File: config.mk
export PLATFORM = sky130hd
export DESIGN_NAME = manchester_led_frame_serializer_unit
export DESIGN_NICKNAME = d
export VERILOG_FILES = /design/src/hw/rtl/mlfs_pkg.sv /design/src/hw/rtl/manchester_led_frame_serializer_unit.sv /design/src/hw/rtl/mlfs_shifter.sv
export SDC_FILE = /design/constraint.sdc
export NUM_CORES = 1
export LEC_CHECK = 0
export BUFFER_PORTS_ARGS = -buffer_cell sky130_fd_sc_hd__buf_2
export CAP_MARGIN = 20
export CELL_PAD_IN_SITES_DETAIL_PLACEMENT = 1
export CELL_PAD_IN_SITES_GLOBAL_PLACEMENT = 2
export CORE_ASPECT_RATIO = 1.4
export CORE_MARGIN = 3
export CORE_UTILIZATION = 35
export DETAILED_ROUTE_END_ITERATION = 12
export MAX_ROUTING_LAYER = met4
export PLACE_DENSITY_LB_ADDON = 0.3
export SYNTH_ARGS = -nofsm -noshare
export SYNTH_HDL_FRONTEND = slang
export SYNTH_HIERARCHICAL = 1
export SYNTH_SLANG_ARGS = --single-unit
File: constraint.sdc
create_clock -name i_clk -period 3.99 [get_ports i_clk]
set_input_delay 0.1995 -clock i_clk [delete_from_list [all_inputs] [get_ports i_clk]]
set_output_delay 0.1995 -clock i_clk [all_outputs]
set_load 0.05 [all_outputs]
File: src/hw/rtl/mlfs_pkg.sv
// ----------------------------------------------------------------------------
// mlfs_pkg
// Shared types, constants and frame builder for the Manchester LED frame
// serializer.
// ----------------------------------------------------------------------------
package mlfs_pkg;

    localparam int COLOR_BITS = 13;
    localparam int COLOR_IN_W = 13;
    localparam int HALF_W     = 16;
    localparam int CELL_LEN_W = HALF_W + 1;

    localparam int SYNC_BITS = 30;
    localparam int PRE_BITS  = 19;
    localparam int RGB_BITS  = 3 * COLOR_BITS;

    // Longest frame sets the shift register width
    localparam int FRAME_W = (RGB_BITS > SYNC_BITS) ? RGB_BITS : SYNC_BITS;
    localparam int CNT_W   = $clog2(FRAME_W + 1);
    localparam int CEXT_W  = (COLOR_BITS > COLOR_IN_W) ? COLOR_BITS : COLOR_IN_W;

    localparam logic [31:0] SYNC_PATTERN  = 32'hFFFE_2000;
    localparam logic [31:0] RESET_PATTERN = 32'hFFFE_8000;
    localparam logic [31:0] HEAD_PATTERN  = 32'hFFFE_4000;

    localparam logic [HALF_W-1:0] HALF_BIT_RESET = HALF_W'(26);

    typedef enum logic [1:0] {
        CMD_SYNC  = 2'd0,
        CMD_RESET = 2'd1,
        CMD_HEAD  = 2'd2,
        CMD_RGB   = 2'd3
    } t_cmd;

    typedef struct packed {
        logic [1:0]            cmd;
        logic [COLOR_IN_W-1:0] red;
        logic [COLOR_IN_W-1:0] green;
        logic [COLOR_IN_W-1:0] blue;
    } t_in;

    typedef struct packed {
        logic first_half;
        logic second_half;
        logic end_low;
        logic last;
    } t_out;

    // One frame ready for the shifter: bits left aligned, MSB goes first
    typedef struct packed {
        logic [FRAME_W-1:0] bits;
        logic [CNT_W-1:0]   count;
        logic               preamble;
    } t_frame;

    // Low COLOR_BITS of a colour; positions above the input field read as zero
    function automatic logic [COLOR_BITS-1:0] f_colour(input logic [COLOR_IN_W-1:0] v);
        logic [CEXT_W-1:0] ext;
        ext = CEXT_W'(v);
        return ext[COLOR_BITS-1:0];
    endfunction

    // Top FRAME_W bits of a 32-bit pattern, zero filled below
    function automatic logic [FRAME_W-1:0] f_align(input logic [31:0] pat);
        logic [FRAME_W+31:0] tmp;
        tmp = {pat, FRAME_W'(0)};
        return tmp[FRAME_W+31 -: FRAME_W];
    endfunction

    function automatic t_frame f_frame(input t_in item);
        t_frame                       fr;
        logic [RGB_BITS+FRAME_W-1:0]  tmp;
        tmp = {f_colour(item.red), f_colour(item.green), f_colour(item.blue),
               FRAME_W'(0)};
        case (item.cmd)
            CMD_SYNC: begin
                fr.bits     = f_align(SYNC_PATTERN);
                fr.count    = CNT_W'(SYNC_BITS);
                fr.preamble = 1'b1;
            end
            CMD_RESET: begin
                fr.bits     = f_align(RESET_PATTERN);
                fr.count    = CNT_W'(PRE_BITS);
                fr.preamble = 1'b1;
            end
            CMD_HEAD: begin
                fr.bits     = f_align(HEAD_PATTERN);
                fr.count    = CNT_W'(PRE_BITS);
                fr.preamble = 1'b1;
            end
            default: begin
                fr.bits     = tmp[RGB_BITS+FRAME_W-1 -: FRAME_W];
                fr.count    = CNT_W'(RGB_BITS);
                fr.preamble = 1'b0;
            end
        endcase
        return fr;
    endfunction

endpackage

File: src/hw/rtl/manchester_led_frame_serializer_unit.sv
// ----------------------------------------------------------------------------
// manchester_led_frame_serializer_unit
// Turns sync, reset, head and RGB pixel commands into Manchester bit cells,
// one output beat per cell, MSB first.
// ----------------------------------------------------------------------------
// Path: on an idle line a frame's first cell passes the input register, the
//   shifter and the output register; later while a cell period still runs.
// Rate: one cell beat per cell period from the cell timer while the output
//   is not stalled; frames of 19, 30 or 3*COLOR_BITS cells run back to
//   back, the next command waiting in the input register while one shifts.
// Reset: synchronous active low; clears valid flags and cell timer, half_bit 26.
module manchester_led_frame_serializer_unit (
    input  logic                        i_clk,
    input  logic                        i_rst_n,
    // command beats
    input  logic                        i_in_valid,
    output logic                        o_in_ready,
    input  mlfs_pkg::t_in               i_in_data,
    // cell beats
    output logic                        o_out_valid,
    input  logic                        i_out_ready,
    output mlfs_pkg::t_out              o_out_data,
    // half_bit_cycles register
    input  logic                        i_cfg_wr_en,
    input  logic [mlfs_pkg::HALF_W-1:0] i_cfg_wr_data
);
    import mlfs_pkg::*;

    // Input register: holds the next command while the shifter is busy
    logic              r_in_valid;
    t_in               r_in;
    logic              n_in_valid;
    logic [HALF_W-1:0] r_half;

    logic                  load_ready;
    t_frame                frame;
    logic [HALF_W-1:0]     half_eff;
    logic [CELL_LEN_W-1:0] cell_len;

    assign o_in_ready = !r_in_valid || load_ready;

    // Frame bits from the held command: short constant select, no state
    assign frame = f_frame(r_in);

    // A zero half-bit length is treated as one; a cell is two halves
    assign half_eff = (r_half == '0) ? HALF_W'(1) : r_half;
    assign cell_len = {half_eff, 1'b0};

    always_comb begin
        n_in_valid = r_in_valid;
        if (r_in_valid && load_ready) begin
            n_in_valid = 1'b0;
        end
        if (i_in_valid && o_in_ready) begin
            n_in_valid = 1'b1;
        end
    end

    always_ff @(posedge i_clk) begin
        if (!i_rst_n) begin
            r_in_valid <= 1'b0;
            r_half     <= HALF_BIT_RESET;
        end else begin
            r_in_valid <= n_in_valid;
            if (i_cfg_wr_en) begin
                r_half <= i_cfg_wr_data;
            end
        end
    end

    always_ff @(posedge i_clk) begin
        if (i_in_valid && o_in_ready) begin
            r_in <= i_in_data;
        end
    end

    // Shift register, cell timer and output register
    mlfs_shifter u_shifter (
        .i_clk        (i_clk),
        .i_rst_n      (i_rst_n),
        .i_load_valid (r_in_valid),
        .i_load       (frame),
        .o_load_ready (load_ready),
        .i_cell_len   (cell_len),
        .o_cell_valid (o_out_valid),
        .o_cell       (o_out_data),
        .i_cell_ready (i_out_ready)
    );

endmodule

File: src/hw/rtl/mlfs_shifter.sv
// ----------------------------------------------------------------------------
// mlfs_shifter
// Shifts one frame out as bit cells, MSB first, one cell per cell period,
// into an output register, holding while that register is stalled.
// ----------------------------------------------------------------------------
module mlfs_shifter (
    input  logic                            i_clk,
    input  logic                            i_rst_n,
    input  logic                            i_load_valid,
    input  mlfs_pkg::t_frame                i_load,
    output logic                            o_load_ready,
    input  logic [mlfs_pkg::CELL_LEN_W-1:0] i_cell_len,
    output logic                            o_cell_valid,
    output mlfs_pkg::t_out                  o_cell,
    input  logic                            i_cell_ready
);
    import mlfs_pkg::*;

    logic                  r_busy, n_busy;
    logic [FRAME_W-1:0]    r_bits, n_bits;
    logic [CNT_W-1:0]      r_cnt, n_cnt;
    logic                  r_pre, n_pre;
    logic [CELL_LEN_W-1:0] r_tmr, n_tmr;
    logic                  r_out_valid, n_out_valid;
    t_out                  r_out, n_out;

    logic out_free, emit, last_cell, load;

    assign out_free     = !r_out_valid || i_cell_ready;
    assign emit         = r_busy && (r_tmr == '0) && out_free;
    assign last_cell    = (r_cnt == CNT_W'(1));
    assign o_load_ready = !r_busy || (emit && last_cell);
    assign load         = i_load_valid && o_load_ready;

    always_comb begin
        n_busy      = r_busy;
        n_bits      = r_bits;
        n_cnt       = r_cnt;
        n_pre       = r_pre;
        n_tmr       = r_tmr;
        n_out_valid = r_out_valid;
        n_out       = r_out;

        if (r_out_valid && i_cell_ready) begin
            n_out_valid = 1'b0;
        end
        if (r_tmr != '0) begin
            n_tmr = r_tmr - CELL_LEN_W'(1);
        end
        if (emit) begin
            n_out_valid       = 1'b1;
            n_out.first_half  = r_bits[FRAME_W-1];
            n_out.second_half = !r_bits[FRAME_W-1];
            n_out.last        = last_cell;
            n_out.end_low     = r_pre && last_cell;
            n_bits            = {r_bits[FRAME_W-2:0], 1'b0};
            n_cnt             = r_cnt - CNT_W'(1);
            n_tmr             = i_cell_len - CELL_LEN_W'(1);
            if (last_cell) begin
                n_busy = 1'b0;
            end
        end
        if (load) begin
            n_busy = 1'b1;
            n_bits = i_load.bits;
            n_cnt  = i_load.count;
            n_pre  = i_load.preamble;
        end
    end

    always_ff @(posedge i_clk) begin
        if (!i_rst_n) begin
            r_busy      <= 1'b0;
            r_tmr       <= '0;
            r_out_valid <= 1'b0;
        end else begin
            r_busy      <= n_busy;
            r_tmr       <= n_tmr;
            r_out_valid <= n_out_valid;
        end
    end

    always_ff @(posedge i_clk) begin
        r_bits <= n_bits;
        r_cnt  <= n_cnt;
        r_pre  <= n_pre;
        r_out  <= n_out;
    end

    assign o_cell_valid = r_out_valid;
    assign o_cell       = r_out;

endmodule

==> impl_metrics.env <==
export IMPL_layout_drive_gt1_share_pct=20.8
export IMPL_drtPass1Iterations=4
export IMPL_use_met2_pct=27.2
export IMPL_worstSetupPathType="reg -> reg"
export IMPL_hold_path_class="in -> reg"
export IMPL_cp_end_kind="flop"
export IMPL_clk_pin_slew_ns=0.06
export IMPL_p_total_mw=4.42
export IMPL_rsz0062_at_grt="no"
export IMPL_fp_dieH_um=160
export IMPL_core_um2=16400
export IMPL_clockBufferDepth=2
export IMPL_fin_skew_ns=0.0106
export IMPL_maxCapViolCount=0
export IMPL_initial_core_util_pct=36.1
export IMPL_gp_congestion=0.853
export IMPL_syn_area_per_cell_um2=12.2
export IMPL_synth_edff_count=91
export IMPL_numCtsBuffers=17
export IMPL_worst_pin_slew_ns=0.619
export IMPL_nFillCells=1728
export IMPL_synth_seq_cells=127
export IMPL_area_growth_pct=25.8
export IMPL_cp_max_fo=11
export IMPL_yosysSeqAreaShare_pct=58.5
export IMPL_fp_dieW_um=116
export IMPL_grt_pass1_vias=4425
export IMPL_hold_viol_final=0
export IMPL_ctsHtreeMaxLevel=4
export IMPL_synth_distinct_cells=61
export IMPL_routed_wl_mm=13.4
export IMPL_hold_depth=3
export IMPL_ys_warn_count=6
export IMPL_num_vias=4032
export IMPL_status="finished clean"
export IMPL_wl_per_cell_um=16.7
export IMPL_post_dp_hpwl_mm=9.14
export IMPL_final_common_cell="edfxtp_1"
export IMPL_numPortBuffers=67
export IMPL_cts_tree="built"
export IMPL_dieArea_um2=18500
export IMPL_drcViolationCount=0
export IMPL_syn_instance_count=483
export IMPL_max_freq_mhz=292
export IMPL_fp_row_count=55
export IMPL_peakVddDrop_uv=254
export IMPL_insertion_delay_ns=0.41
export IMPL_synth_main_ff_cell="edfxtp_1"
export IMPL_synthArstFlopShare_pct=0
export IMPL_ant_nets=0
export IMPL_crit_required_ns=4.31
export IMPL_grt_busiest_layer="met2"
export IMPL_grtUsageMet1_pct=17.0
export IMPL_grt_first_pass_wirelength_mm=22.0
export IMPL_tns_ns=0
export IMPL_io_pin_count=68
export IMPL_post_cts_setup_buffers=0
export IMPL_slew_headroom_pct=58.8
export IMPL_use_met3_pct=2.96
export IMPL_fin_crit_ns=3.43
export IMPL_drt_iter0_markers=142
export IMPL_final_cell_mix="91 x edfxtp_1, 67 x buf_2, 44 x dlygate4sd3_1"
export IMPL_cts_root_buf="clkbuf_16"
export IMPL_cts_sinks=127
export IMPL_routed_via_density=5.04
export IMPL_antenna_cells=0
export IMPL_p_per_area_nw_per_um2=595
export IMPL_grt_overflow_total=0
export IMPL_leakage_nw=2.85
export IMPL_period_share_pct=85.9
export IMPL_antenna_found_initial=0
export IMPL_fin_nets=659
export IMPL_worstRegToRegCells=12
export IMPL_grt_max_degree=52
export IMPL_setup_violations=0
export IMPL_cp_arrival_ns=3.74
export IMPL_crit_path_start_kind="flop"
export IMPL_synth_area_um2=5900
export IMPL_track_usage_pct=15.6
export IMPL_slew_violations=0
-- cells in the mapped netlist, types with 2 or more instances --
cell type  count  area (µm²)
nor2_1        29         109
nor3b_1        2        15.0
a221oi_1       2        17.5
edfxtp_1      91        2730
buf_2          9        45.0
nand2b_1      21         131
a21boi_0       3        22.5
a31oi_1        5        31.3
nand3b_1       3        22.5
mux2_1        36         405
nor4_1        12        75.1
conb_1         2        7.51
nor2b_1       13        81.3
nor3_1        13        65.1
nand4_1        5        31.3
xor2_1         4        35.0
clkbuf_1      23        86.3
xnor2_1        7        61.3
o31ai_1        2        15.0
and3_1         3        18.8
or4_1          2        15.0
inv_1         16        60.1
dfxtp_1       36         721
nand2_1       16        60.1
a21oi_1       21         105
mux2_2         6        67.6
a41o_1         3        30.0
a21o_1         2        15.0
a211oi_1       3        22.5
and2_1        26         163
nand3_1        3        15.0
o31a_1         3        26.3
or3_1          4        25.0
o21ai_0        6        30.0
ha_1           8         100
mux2i_1       18         180
-- cell type report --
| class | instances | area (µm²) | share of cell area, % |
|---|---|---|---|
| flip-flops and latches | 127 | 3450 | 46.5 |
| well taps | 199 | 249 | 3.35 |
| clock buffers | 17 | 425 | 5.73 |
| inverters | 17 | 63.8 | 0.859 |
| clock inverters | 14 | 141 | 1.90 |
| multi-input cells | 305 | 2230 | 30.0 |
| repair buffers | 121 | 863 | 11.6 |
-- registers in the layout, indices dropped and copies added (netlist names) --
register and count:
u_shifter/o_cell 4, r_in_valid 1, r_half 16, u_shifter/r_cnt 6, u_shifter/o_cell_valid 1, u_shifter/r_bits 39, u_shifter/r_busy 1, u_shifter/r_tmr 17
u_shifter/r_pre 1, r_in 41
-- final timing paths --
check | startpoint | end | slack [ns]
setup / recovery | u_shifter/r_tmr[12]$_SDFFE_PN0P_ | u_shifter/r_tmr[12]$_SDFFE_PN0P_ | 0.56
hold / removal | i_cfg_wr_data[8] | r_half[8]$_SDFFE_PN0P_ | 0.05
setup reg to reg | u_shifter/r_tmr[12]$_SDFFE_PN0P_ | u_shifter/r_tmr[12]$_SDFFE_PN0P_ | 0.56
hold reg to reg | u_shifter/r_bits[38]$_DFFE_PP_ | u_shifter/o_cell[3]$_DFFE_PN_ | 0.47
-- critical path: stages, from the launching register on --
cell      delay (ns)
dfxtp_1         0.41
nor2_1          0.12
and2_1          0.28
nand3_1         0.28
inv_2           0.06
a21oi_1         0.17
ha_1            0.19
or3b_1          0.45
or3_1           0.44
nor4_4          0.17
a21oi_2         0.10
or3_1           0.41
a221oi_2        0.25
-- logic make-up (layout without fill, tap and decap cells) --
group	after synthesis	in the layout	synth area share, %
other	2	4	0.127
xor gates and xnor gates	11	11	1.63
DFF	127	127	58.5
adders and majority gates	8	8	1.70
buffers and inverters	53	169	4.03
AOI/OAI and AO/OA	61	61	7.29
and+or+nand+nor	161	161	15.7
muxes	60	60	11.1
-- power by group --
part	internal, mW	switching (mW)	total [mW]
clock network	0.914	0.566	1.48
registers	1.60	0.125	1.73
logic	0.476	0.736	1.21
total	2.99	1.43	4.42
-- repair_timing --
item	CTS	global route
endpoints found under the hold margin	44	0
hold buffers	44	0
resized for setup	0	0
-- routing by layer --
| layer | part of all wire (%) | vias to the layer above |
|---|---|---|
| met5 | 0 | - |
| met4 | 2.7 | 0 |
| met3 | 2.8 | 24 |
| met2 | 55 | 84 |
| met1 | 40 | 1973 |
| li1 | - | 1951 |
-- through the flow --
step	cell area [µm²]	setup slack (ns)	util, %	hold WS (ns)	std cells
final	7430	0.563	45.4	0.0497	800
after global routing	7430	0.300	45.4	0.0429	800
after CTS	7430	0.572	45.4	0.0320	800
after detailed placement	6420	0.561	39.2	0.378	725
after global placement	6420	0.718	39.2	0.376	725
after floorplan	5910	0.296	-	0.298	485
(Power assumes the default switching activity.)
